### config.mk
export PLATFORM = sky130hd
export DESIGN_NAME = differential_drive_odometry_flat
export DESIGN_NICKNAME = d
export VERILOG_FILES = /design/src/rtl/ddo_pkg.sv /design/src/rtl/ddo_ifs.sv /design/src/rtl/ddo_cordic.sv /design/src/rtl/ddo_serial_mul.sv /design/src/rtl/differential_drive_odometry.sv /design/src/flat_wrapper.sv
export SDC_FILE = /design/constraint.sdc
export NUM_CORES = 2
export LEC_CHECK = 0
export ABC_AREA = 1
export BUFFER_PORTS_ARGS = -buffer_cell sky130_fd_sc_hd__buf_2
export CAP_MARGIN = 20
export CORE_MARGIN = 2
export CORE_UTILIZATION = 30
export DETAILED_ROUTE_END_ITERATION = 7
export GPL_ROUTABILITY_DRIVEN = 0
export HOLD_SLACK_MARGIN = 0.12
export PLACE_DENSITY = 0.54
export SYNTH_ARGS = -nofsm -noshare
export SYNTH_HDL_FRONTEND = slang
export SYNTH_HIERARCHICAL = 1
export SYNTH_SLANG_ARGS = --single-unit
### constraint.sdc
create_clock -name clk -period 10.15 [get_ports clk]
set_input_delay 3.045 -clock clk [delete_from_list [all_inputs] [get_ports clk]]
set_output_delay 3.045 -clock clk [all_outputs]
set_load 0.02 [all_outputs]
### src/rtl/ddo_pkg.sv
// Shared widths, fixed-point constants, arctangent table and status struct
// for the differential drive odometry block. No dependencies.
`default_nettype none

package ddo_pkg;

  localparam int CORDIC_STEPS    = 16;
  localparam int ATAN_TABLE_SIZE = 24;
  localparam int CORDIC_ITERS    = (CORDIC_STEPS > ATAN_TABLE_SIZE) ? ATAN_TABLE_SIZE
                                                                    : CORDIC_STEPS;
  localparam int ITER_W          = $clog2(ATAN_TABLE_SIZE);
  localparam int REDUCE_PASSES   = 4;

  // field and register widths
  localparam int ENC_W     = 16;
  localparam int GYRO_W    = 16;
  localparam int OFS_W     = 20;
  localparam int TICK_W    = 20;
  localparam int POS_W     = 32;
  localparam int HEAD_W    = 21;
  localparam int CFG_W     = 20;
  localparam int CFG_IDX_W = 2;

  // datapath widths
  localparam int SUM_W   = ENC_W + 1;
  localparam int STEP_W  = SUM_W + TICK_W + 1;
  localparam int GPROD_W = GYRO_W + 21;
  localparam int ANGLE_W = HEAD_W + 8;
  localparam int TRIG_W  = 27;

  // digit-serial multiplier
  localparam int DIGIT_W    = 4;
  localparam int MUL_DIGITS = (TRIG_W + DIGIT_W) / DIGIT_W;
  localparam int MUL_W      = MUL_DIGITS * DIGIT_W;
  localparam int DCNT_W     = $clog2(MUL_DIGITS);
  localparam int ACC_W      = STEP_W + DIGIT_W + 1;
  localparam int ROUND_SH   = 41;
  localparam int HI_SH      = ROUND_SH - MUL_W;

  // register indexes
  localparam logic [CFG_IDX_W-1:0] REG_HEADING_OFFSET = CFG_IDX_W'(0);
  localparam logic [CFG_IDX_W-1:0] REG_TICK_DISTANCE  = CFG_IDX_W'(1);

  localparam logic [TICK_W-1:0] TICK_RESET = TICK_W'(366327);

  // pi/18000 in Q32
  localparam logic signed [GPROD_W-1:0] GYRO_TO_RAD_Q32 = GPROD_W'(749613);
  localparam logic signed [ANGLE_W-1:0] TWO_PI_Q24      = ANGLE_W'(105414357);
  localparam logic signed [ANGLE_W-1:0] PI_Q24          = ANGLE_W'(52707179);
  localparam logic signed [ANGLE_W-1:0] HALF_PI_Q24     = ANGLE_W'(26353589);
  localparam logic signed [TRIG_W-1:0]  INV_GAIN_Q24    = TRIG_W'(10188014);

  typedef struct packed {
    logic busy;
    logic done;
  } ddo_stat_t;

  function automatic logic signed [ANGLE_W-1:0] atan_q24(input logic [ITER_W-1:0] i);
    logic signed [ANGLE_W-1:0] v;
    case (i)
      5'd0:    v = ANGLE_W'(13176795);
      5'd1:    v = ANGLE_W'(7778716);
      5'd2:    v = ANGLE_W'(4110060);
      5'd3:    v = ANGLE_W'(2086331);
      5'd4:    v = ANGLE_W'(1047214);
      5'd5:    v = ANGLE_W'(524117);
      5'd6:    v = ANGLE_W'(262123);
      5'd7:    v = ANGLE_W'(131069);
      5'd8:    v = ANGLE_W'(65536);
      5'd9:    v = ANGLE_W'(32768);
      5'd10:   v = ANGLE_W'(16384);
      5'd11:   v = ANGLE_W'(8192);
      5'd12:   v = ANGLE_W'(4096);
      5'd13:   v = ANGLE_W'(2048);
      5'd14:   v = ANGLE_W'(1024);
      5'd15:   v = ANGLE_W'(512);
      5'd16:   v = ANGLE_W'(256);
      5'd17:   v = ANGLE_W'(128);
      5'd18:   v = ANGLE_W'(64);
      5'd19:   v = ANGLE_W'(32);
      5'd20:   v = ANGLE_W'(16);
      5'd21:   v = ANGLE_W'(8);
      5'd22:   v = ANGLE_W'(4);
      5'd23:   v = ANGLE_W'(2);
      default: v = '0;
    endcase
    return v;
  endfunction

endpackage

`default_nettype wire

### src/rtl/ddo_ifs.sv
// Valid/ready channel interfaces for sensor samples and odometry results.
// Depends on ddo_pkg for field widths.
`default_nettype none

interface ddo_sample_if import ddo_pkg::*; ();
  logic                     valid;
  logic                     ready;
  logic [ENC_W-1:0]         left_encoder;
  logic [ENC_W-1:0]         right_encoder;
  logic signed [GYRO_W-1:0] gyro_angle;

  modport source (output valid, left_encoder, right_encoder, gyro_angle, input ready);
  modport sink   (input valid, left_encoder, right_encoder, gyro_angle, output ready);
endinterface

interface ddo_result_if import ddo_pkg::*; ();
  logic                     valid;
  logic                     ready;
  logic signed [POS_W-1:0]  pos_x;
  logic signed [POS_W-1:0]  pos_y;
  logic signed [HEAD_W-1:0] heading;

  modport source (output valid, pos_x, pos_y, heading, input ready);
  modport sink   (input valid, pos_x, pos_y, heading, output ready);
endinterface

`default_nettype wire

### src/rtl/ddo_cordic.sv
// Iterative rotation-mode CORDIC: range reduction, quadrant fold, then one
// micro-rotation per cycle. Depends on ddo_pkg.
`default_nettype none

module ddo_cordic import ddo_pkg::*; (
  input  wire logic                      clk,
  input  wire logic                      rst,
  input  wire logic                      start,
  input  wire logic signed [ANGLE_W-1:0] angle,
  output ddo_stat_t                      stat,
  output logic signed [TRIG_W-1:0]       cos_q,
  output logic signed [TRIG_W-1:0]       sin_q
);

  typedef enum logic [2:0] {C_IDLE, C_REDUCE, C_FOLD, C_ITER, C_FIN} cstate_t;

  cstate_t                   state;
  logic [ITER_W-1:0]         cnt;
  logic                      done;
  logic                      neg;
  logic signed [ANGLE_W-1:0] a;
  logic signed [TRIG_W-1:0]  x;
  logic signed [TRIG_W-1:0]  y;
  logic signed [TRIG_W-1:0]  xs;
  logic signed [TRIG_W-1:0]  ys;
  logic signed [ANGLE_W-1:0] at;

  assign xs = x >>> cnt;
  assign ys = y >>> cnt;
  assign at = atan_q24(cnt);

  assign stat.busy = (state != C_IDLE);
  assign stat.done = done;

  always_ff @(posedge clk) begin
    if (rst) begin
      state <= C_IDLE;
      cnt   <= '0;
      done  <= 1'b0;
    end else begin
      done <= (state == C_FIN);
      case (state)
        C_IDLE: begin
          if (start) begin
            a     <= angle;
            cnt   <= '0;
            state <= C_REDUCE;
          end
        end
        C_REDUCE: begin
          if (a > PI_Q24) begin
            a <= a - TWO_PI_Q24;
          end else if (a < -PI_Q24) begin
            a <= a + TWO_PI_Q24;
          end
          if (cnt == ITER_W'(REDUCE_PASSES - 1)) begin
            cnt   <= '0;
            state <= C_FOLD;
          end else begin
            cnt <= cnt + 1'b1;
          end
        end
        C_FOLD: begin
          neg <= 1'b0;
          if (a > HALF_PI_Q24) begin
            a   <= a - PI_Q24;
            neg <= 1'b1;
          end else if (a < -HALF_PI_Q24) begin
            a   <= a + PI_Q24;
            neg <= 1'b1;
          end
          x     <= INV_GAIN_Q24;
          y     <= '0;
          cnt   <= '0;
          state <= C_ITER;
        end
        C_ITER: begin
          if (a >= 0) begin
            x <= x - ys;
            y <= y + xs;
            a <= a - at;
          end else begin
            x <= x + ys;
            y <= y - xs;
            a <= a + at;
          end
          if (cnt == ITER_W'(CORDIC_ITERS - 1)) begin
            state <= C_FIN;
          end else begin
            cnt <= cnt + 1'b1;
          end
        end
        C_FIN: begin
          cos_q <= neg ? -x : x;
          sin_q <= neg ? -y : y;
          state <= C_IDLE;
        end
        default: state <= C_IDLE;
      endcase
    end
  end

endmodule

`default_nettype wire

### src/rtl/ddo_serial_mul.sv
// Two-lane digit-serial multiplier: step length times cosine and sine, one
// 4-bit digit of the trig value per cycle, rounded to position units.
// Depends on ddo_pkg.
`default_nettype none

module ddo_serial_mul import ddo_pkg::*; (
  input  wire logic                     clk,
  input  wire logic                     rst,
  input  wire logic                     start,
  input  wire logic signed [STEP_W-1:0] step,
  input  wire logic signed [TRIG_W-1:0] cos_q,
  input  wire logic signed [TRIG_W-1:0] sin_q,
  output ddo_stat_t                     stat,
  output logic signed [POS_W-1:0]       dx,
  output logic signed [POS_W-1:0]       dy
);

  localparam logic signed [ACC_W-1:0] RND = ACC_W'(64'd1 << (HI_SH - 1));

  logic                      busy;
  logic                      done;
  logic [DCNT_W-1:0]         cnt;
  logic                      last;
  logic [MUL_W-1:0]          m   [2];
  logic signed [ACC_W-1:0]   hi  [2];
  logic signed [DIGIT_W:0]   dig [2];
  logic signed [ACC_W-1:0]   sum [2];
  logic signed [ACC_W-1:0]   rnd [2];

  assign last = (cnt == DCNT_W'(MUL_DIGITS - 1));

  // the top digit carries the sign weight
  always_comb begin
    for (int l = 0; l < 2; l++) begin
      dig[l] = last ? {m[l][DIGIT_W-1], m[l][DIGIT_W-1:0]} : {1'b0, m[l][DIGIT_W-1:0]};
      sum[l] = hi[l] + ACC_W'(step) * ACC_W'(dig[l]);
      rnd[l] = (sum[l] >>> DIGIT_W) + RND;
    end
  end

  assign stat.busy = busy;
  assign stat.done = done;

  always_ff @(posedge clk) begin
    if (rst) begin
      busy <= 1'b0;
      cnt  <= '0;
      done <= 1'b0;
    end else if (!busy) begin
      done <= 1'b0;
      if (start) begin
        m[0]  <= MUL_W'(cos_q);
        m[1]  <= MUL_W'(sin_q);
        hi[0] <= '0;
        hi[1] <= '0;
        cnt   <= '0;
        busy  <= 1'b1;
      end
    end else begin
      done <= last;
      for (int l = 0; l < 2; l++) begin
        hi[l] <= sum[l] >>> DIGIT_W;
        m[l]  <= m[l] >> DIGIT_W;
      end
      cnt <= cnt + 1'b1;
      if (last) begin
        // low product bits never reach the rounding bit, so only hi matters
        dx   <= POS_W'(rnd[0] >>> HI_SH);
        dy   <= POS_W'(rnd[1] >>> HI_SH);
        busy <= 1'b0;
      end
    end
  end

endmodule

`default_nettype wire

### src/rtl/differential_drive_odometry.sv
// Differential drive odometry with gyro heading: sequencer, front end, position
// accumulators. Depends on ddo_pkg, ddo_ifs, ddo_cordic, ddo_serial_mul.
// A sample passes through the product and heading registers, the CORDIC (one rotation
// per cycle) and the 7-digit serial multiply before its result is valid. One sample
// in flight; the next is taken in the cycle after the result is registered. Sync
// reset clears counts and position, loads register defaults.

`default_nettype none

module differential_drive_odometry import ddo_pkg::*; (
  input  wire logic                 clk,
  input  wire logic                 rst,
  ddo_sample_if.sink                sample,
  ddo_result_if.source              result,
  input  wire logic                 cfg_we,
  input  wire logic [CFG_IDX_W-1:0] cfg_index,
  input  wire logic [CFG_W-1:0]     cfg_data
);

  typedef enum logic [2:0] {ST_IDLE, ST_PROD, ST_HEAD, ST_CORDIC, ST_MUL, ST_OUT} state_t;

  state_t                     state;
  logic signed [OFS_W-1:0]    heading_offset;
  logic [TICK_W-1:0]          tick_distance;
  logic [ENC_W-1:0]           last_left_count;
  logic [ENC_W-1:0]           last_right_count;
  logic [POS_W-1:0]           x_accum;
  logic [POS_W-1:0]           y_accum;
  logic signed [SUM_W-1:0]    sum_r;
  logic signed [GYRO_W-1:0]   gyro_r;
  logic signed [STEP_W-1:0]   step;
  logic signed [GPROD_W-1:0]  gprod;
  logic signed [HEAD_W-1:0]   head;
  logic                       cordic_go;
  logic                       mul_go;

  logic signed [ENC_W-1:0]    dl;
  logic signed [ENC_W-1:0]    dr;
  logic signed [SUM_W-1:0]    sum_next;
  logic signed [GPROD_W-1:0]  g_rnd;
  logic signed [HEAD_W:0]     head_wide;
  logic [POS_W-1:0]           x_next;
  logic [POS_W-1:0]           y_next;
  logic                       load_out;

  ddo_stat_t                  cstat;
  ddo_stat_t                  mstat;
  logic signed [TRIG_W-1:0]   cos_q;
  logic signed [TRIG_W-1:0]   sin_q;
  logic signed [POS_W-1:0]    dx;
  logic signed [POS_W-1:0]    dy;

  // wrapped count changes, read as signed
  assign dl        = $signed(sample.left_encoder - last_left_count);
  assign dr        = $signed(sample.right_encoder - last_right_count);
  assign sum_next  = SUM_W'(dl) + SUM_W'(dr);
  assign g_rnd     = gprod + GPROD_W'(64'd1 << 15);
  assign head_wide = (HEAD_W + 1)'(g_rnd >>> 16) - (HEAD_W + 1)'(heading_offset);
  assign x_next    = x_accum + POS_W'(dx);
  assign y_next    = y_accum + POS_W'(dy);
  assign load_out  = (state == ST_OUT) && (!result.valid || result.ready);

  assign sample.ready = (state == ST_IDLE);

  ddo_cordic u_cordic (
    .clk   (clk),
    .rst   (rst),
    .start (cordic_go),
    .angle ({head, 8'b0}),
    .stat  (cstat),
    .cos_q (cos_q),
    .sin_q (sin_q)
  );

  ddo_serial_mul u_mul (
    .clk   (clk),
    .rst   (rst),
    .start (mul_go),
    .step  (step),
    .cos_q (cos_q),
    .sin_q (sin_q),
    .stat  (mstat),
    .dx    (dx),
    .dy    (dy)
  );

  always_ff @(posedge clk) begin
    if (rst) begin
      heading_offset <= '0;
      tick_distance  <= TICK_RESET;
    end else if (cfg_we) begin
      case (cfg_index)
        REG_HEADING_OFFSET: heading_offset <= $signed(cfg_data[OFS_W-1:0]);
        REG_TICK_DISTANCE:  tick_distance  <= cfg_data[TICK_W-1:0];
        default: ;
      endcase
    end
  end

  always_ff @(posedge clk) begin
    if (rst) begin
      state            <= ST_IDLE;
      last_left_count  <= '0;
      last_right_count <= '0;
      x_accum          <= '0;
      y_accum          <= '0;
      result.valid     <= 1'b0;
      cordic_go        <= 1'b0;
      mul_go           <= 1'b0;
    end else begin
      cordic_go <= (state == ST_HEAD);
      mul_go    <= (state == ST_CORDIC) && cstat.done;
      if (result.valid && result.ready && !load_out) begin
        result.valid <= 1'b0;
      end
      case (state)
        ST_IDLE: begin
          if (sample.valid) begin
            sum_r            <= sum_next;
            gyro_r           <= sample.gyro_angle;
            last_left_count  <= sample.left_encoder;
            last_right_count <= sample.right_encoder;
            state            <= ST_PROD;
          end
        end
        ST_PROD: begin
          step  <= STEP_W'(sum_r) * STEP_W'($signed({1'b0, tick_distance}));
          gprod <= GPROD_W'(gyro_r) * GYRO_TO_RAD_Q32;
          state <= ST_HEAD;
        end
        ST_HEAD: begin
          head  <= head_wide[HEAD_W-1:0];
          state <= ST_CORDIC;
        end
        ST_CORDIC: begin
          if (cstat.done) begin
            state <= ST_MUL;
          end
        end
        ST_MUL: begin
          if (mstat.done) begin
            state <= ST_OUT;
          end
        end
        ST_OUT: begin
          if (load_out) begin
            x_accum        <= x_next;
            y_accum        <= y_next;
            result.pos_x   <= $signed(x_next);
            result.pos_y   <= $signed(y_next);
            result.heading <= head;
            result.valid   <= 1'b1;
            state          <= ST_IDLE;
          end
        end
        default: state <= ST_IDLE;
      endcase
    end
  end

  a_cordic_done_when_waiting: assert property (@(posedge clk) disable iff (rst)
    cstat.done |-> state == ST_CORDIC)
    else $error("cordic finished outside its wait state");

  a_mul_done_when_waiting: assert property (@(posedge clk) disable iff (rst)
    mstat.done |-> state == ST_MUL)
    else $error("multiplier finished outside its wait state");

  a_units_exclusive: assert property (@(posedge clk) disable iff (rst)
    !(cstat.busy && mstat.busy))
    else $error("cordic and multiplier busy together");

  a_accum_only_on_load: assert property (@(posedge clk) disable iff (rst)
    (!$past(rst) && x_accum != $past(x_accum)) |-> $past(state) == ST_OUT)
    else $error("x position changed outside result load");

endmodule

`default_nettype wire
### src/flat_wrapper.sv
// flat-port wrapper written by rule: the top's interface ports become plain ports
module differential_drive_odometry_flat import ddo_pkg::*;
  (clk, rst, cfg_we, cfg_index, cfg_data, sample_valid, sample_left_encoder, sample_right_encoder, sample_gyro_angle, sample_ready, result_valid, result_pos_x, result_pos_y, result_heading, result_ready);
  ddo_sample_if sample_i ();
  ddo_result_if result_i ();
  input  wire logic clk;
  input  wire logic rst;
  input  wire logic cfg_we;
  input  wire logic [CFG_IDX_W-1:0] cfg_index;
  input  wire logic [CFG_W-1:0] cfg_data;
  input wire logic [$bits(sample_i.valid)-1:0] sample_valid;
  input wire logic [$bits(sample_i.left_encoder)-1:0] sample_left_encoder;
  input wire logic [$bits(sample_i.right_encoder)-1:0] sample_right_encoder;
  input wire logic [$bits(sample_i.gyro_angle)-1:0] sample_gyro_angle;
  output wire logic [$bits(sample_i.ready)-1:0] sample_ready;
  output wire logic [$bits(result_i.valid)-1:0] result_valid;
  output wire logic [$bits(result_i.pos_x)-1:0] result_pos_x;
  output wire logic [$bits(result_i.pos_y)-1:0] result_pos_y;
  output wire logic [$bits(result_i.heading)-1:0] result_heading;
  input wire logic [$bits(result_i.ready)-1:0] result_ready;
  assign sample_i.valid = sample_valid;
  assign sample_i.left_encoder = sample_left_encoder;
  assign sample_i.right_encoder = sample_right_encoder;
  assign sample_i.gyro_angle = sample_gyro_angle;
  assign sample_ready = sample_i.ready;
  assign result_valid = result_i.valid;
  assign result_pos_x = result_i.pos_x;
  assign result_pos_y = result_i.pos_y;
  assign result_heading = result_i.heading;
  assign result_i.ready = result_ready;
  differential_drive_odometry u_core (.clk(clk), .rst(rst), .sample(sample_i), .result(result_i), .cfg_we(cfg_we), .cfg_index(cfg_index), .cfg_data(cfg_data));
endmodule
* Yosys cells after proc, flatten, opt, wreduce, memory -nomap -nowiden *
Memories as Yosys holds them, arrays and structs flattened. A register that Yosys moved wholly into a read port is not among the register bits.
Cells that the tools add are included.

word-level totals
  register bits = 562
  RAM bits = 142
  bits in read-only memories = 768
  output and inout port bits = 87
  memories = 3

cells by class
  $add $sub $neg = 25
  $mul = 4
  magnitude comparators = 5
  equal/unequal tests = 23
  shift operators = 2
  muxes and demuxes = 49
  bitwise gates (word level) = 6
  reductions and logical operators = 30

memory list
  memory           words  width  rd ports  clocked after Yosys merged registers in  wr ports  RTL line              text
  (no name shown)  32     24     1         1                                        0         ddo_pkg.sv:60         case (i)
  u_core.u_mul.hi  2      43     2         0                                        2         ddo_serial_mul.sv:25  logic signed [ACC_W-1:0] hi [2];
  u_core.u_mul.m   2      28     2         0                                        2         ddo_serial_mul.sv:24  logic [MUL_W-1:0] m [2];

operator list
  operator                count
  $mux 29                 6
  $pmux 29 s4             1
  $mux 27                 4
  $pmux 27 s2             2
  $add 43x43->43          2
  $mul 38x5->43           2
  $mux 43                 2
  $add 39x14->40 const B  2
  $add 32x32->32          2
  $mux 28                 2
  $add 27x27->27          2
  $neg 27->27             2
  $sshr 27x5->27          2
  $sub 27x27->27          2
  $mul 17x21->38          1
  $add 37x16->37 const B  1
  $mul 16x21->37 const B  1
  $mux 5                  7
  $sub 16x16->16          2
  $add 29x27->29 const B  1
  $add 29x28->29 const B  1
  $add 29x29->29          1
  $ge 29x1->1 const B     1
  $gt 29x26->1 const B    1
  other kinds (38)        94

* Depth between registers and ports, before layout *
  depth after elaboration = 8
  mapped depth = 35

* Modules after synthesis *
Netlist, hierarchy kept.

modules (own cells, without submodules)
  module                       times used  cells an instance  area each (µm²)
  differential_drive_odometry  1           4,775              36,971.7
  ddo_serial_mul               1           3,961              27,542.7
  ddo_cordic                   1           2,827              18,451.4

* Worst setup path before layout *
OpenSTA, ideal clock, no wires.

  path kind = input to register
  start = input rst
  end = memory u_core/u_mul/hi[0][0] (netlist bit) (enable)
  setup time = 626 ps
  arrival = 8,522 ps
  data required time = 9,524 ps
  setup slack = 1,002 ps
  stages on the path = 1
  cells stage by stage = nor2_1

RTL lines
  item                RTL line              text
  start: declaration  flat_wrapper.sv:7     input wire logic rst;
  end: declaration    ddo_serial_mul.sv:25

==> summary.txt <==
Run status
  • Outcome: finished, final reports clean

STA
  • Final setup fails: 0
  • Final worst-path cycle share: 64.72%
  • Highest clock rate: 0.1522 GHz
  • RSZ-0062 raised after global routing: no
  • Final setup TNS: 0 ns
  • Minimum clock period after layout: 6.569 ns
  • Endpoints failing hold: 0
  • Max-slew violations: 0
  • Slew headroom: 24.98%
  • Slew @ Worst Pin: 1.125 ns
  • Clk_skew: 0.07936 ns

Clocking
  • Clock sink count: 703
  • CTS tree: done
  • Clock root buffer: clkbuf_16
  • CTS max path bufs: 3
  • CTS HTree Levels: 3
  • Reg clk slew, reported paths: 0.06 ns
  • Post-CTS Setup Inserts: 0
  • Hold_buf cts: 0
  • Num CTS Buffers: 92
  • Clk_lat worst skew: 0.77 ns
  • PostCTS Resize Cnt: 0

Critical path
  • R2r worst-path depth: 31
  • Crit path kind: flip-flop to flip-flop
  • CP startpoint kind: flip-flop
  • Worst Path Required: 10.58 ns
  • Crit end category: flip-flop
  • Crit path DAT: 7.00 ns
  • Most common cell on crit path: nand2_1
  • Worst setup path startpoint: u_core/u_mul/cnt[0]
  • R2r setup slk: 3.58 ns
  • CP max FO: 36
  • Crit path largest cell delay: 0.55 ns
  • Reg2reg start: u_core/u_mul/cnt[0]
  • R2r endpoint: u_core/u_mul/dy[11]
  • CP Capture Point: u_core/u_mul/dy[11]
  • CP max stage cell: fa_1

Logic synthesis
  • Avg Cell Area, Syn: 7.175 µm²
  • Mapped Area: 82960 µm²
  • Syn. warnings: 6
  • Syn Inst Count: 11560

Floorplanning
  • Die area: 280800 µm²
  • DIE WIDTH: 529.9 µm
  • Die Ht: 529.9 µm
  • Row cnt: 193
  • CORE AREA: 275800 µm²
  • IO Pins: 162
  • Starting density of the core: 30.08%

Placement
  • Port Buffers: 161
  • Placed Instances: 15150
  • DP HPWL: 197200 µm

Route
  • DR iter-0 viols: 5328
  • WL final: 248200 µm
  • Vias/cell: 4.627
  • WL/cell: 16.18 µm
  • Post-route ant nets: 0
  • 1st-pass router iterations: 6
  • Drt drc: 0
  • Vias: 70950

Global routing
  • Vias in the first global route: 69220
  • Most used routing layer: met2
  • Total GRT Usage: 17.63%
  • First-pass GRT wire length: 392100 µm
  • Antenna violations before repair: 4
  • M3 GR Usage: 2.035%
  • Met2 global-route usage: 28.71%
  • Largest net degree at the start of global routing: 134
  • Met1 Usage GRT: 24.65%
  • Gr ovfl total: 0

Finish
  • Layout Nets: 12970
  • Synth-to-layout area growth: 9.292%
  • Fin cells: 15330
  • Share of layout cells above drive strength 1: 5.325%

Worst hold path
  • Worst Hold Class: flip-flop to flip-flop
  • Cell count of the worst hold path: 0

Job
  • Max-cap violations: 0
## flip-flops by register name (all words and copies together) (netlist names), 29 cells and up
register and flops:
u_core/result.pos_x 32, u_core/x_accum 32, u_core/step 38, u_core/y_accum 32, u_core/u_mul/m 54, u_core/u_mul/hi 78, u_core/result.pos_y 32, u_core/u_cordic/a 29
## how the worst min path moves through the flow
stage,from,slack (ns),end
finish,u_core/head[12],0.44,u_core/result.heading[12]
global route,u_core/head[12],0.46,u_core/result.heading[12]
CTS,u_core/head[12],0.45,u_core/result.heading[12]
detailed placement,u_core/head[12],0.45,u_core/result.heading[12]
global placement,u_core/head[12],0.44,u_core/result.heading[12]
floorplan,u_core/head[0],0.43,u_core/result.heading[0]
## cells in the final DEF (no fill, tap or decap), drive strengths merged, types with 4 or more instances in the layout
cell type / count
nor2: 1058
o21bai: 46
diode: 4
and2: 12
clkbuf: 119
nand3b: 27
nand4: 110
bufinv: 10
or2: 26
ha: 674
clkinv: 41
edfxtp: 523
nor4: 21
o211ai: 25
a21o: 26
inv: 2461
a21boi: 9
and3: 6
o21a: 26
xnor2: 88
o31ai: 6
nand2: 3221
xor2: 246
a211oi: 9
o21ai: 427
o22ai: 12
buf: 217
a31oi: 20
clkinvlp: 4
a21oi: 535
conb: 8
nand3: 649
dfxtp: 180
fa: 673
nor3: 88
o221ai: 4
## metrics by stage
stage / area [µm²] / worst slack (ns) / hold slack [ns] / util, %
3_3_place_gp: 87380 / 3.632 / 0.4424 / 31.68
2_1_floorplan: 82980 / 1.001 / 0.4268 / -
5_1_grt: 90660 / 3.117 / 0.4635 / 32.87
6_report: 90670 / 3.581 / 0.4428 / 32.88
3_5_place_dp: 87390 / 3.608 / 0.4489 / 31.69
4_1_cts: 90570 / 3.654 / 0.4456 / 32.84
## layer usage
| layer | share of wire (%) | wire [µm] |
|---|---|---|
| met1 | 47 | 116600 |
| met2 | 45 | 111700 |
| met3 | 5.5 | 13580 |
| met4 | 2.5 | 6259 |
| met5 | 0 | 0 |
## area by class of cell
class | instances | area, µm²
flip-flops and latches | 703 | 19310
multi-input cells | 8070 | 52980
repair buffers | 217 | 1305
fillers | 30050 | 185100
well taps | 3705 | 4636
clock buffers | 119 | 2526
diodes | 4 | 10.01
inverters | 2461 | 9248
clock inverters | 55 | 653.1
## worst max-delay path: cells and delay by family, from the launching register on
kind	cells	cell delay (ns)
xor+xnor	1	0.16
buf+inv	8	0.92
simple gates	15	2.10
fa+ha+maj	7	2.72
flops	1	0.33
Power is not shown: default switching activity piles up to over one toggle a cycle in this logic, so the estimate is an artifact.
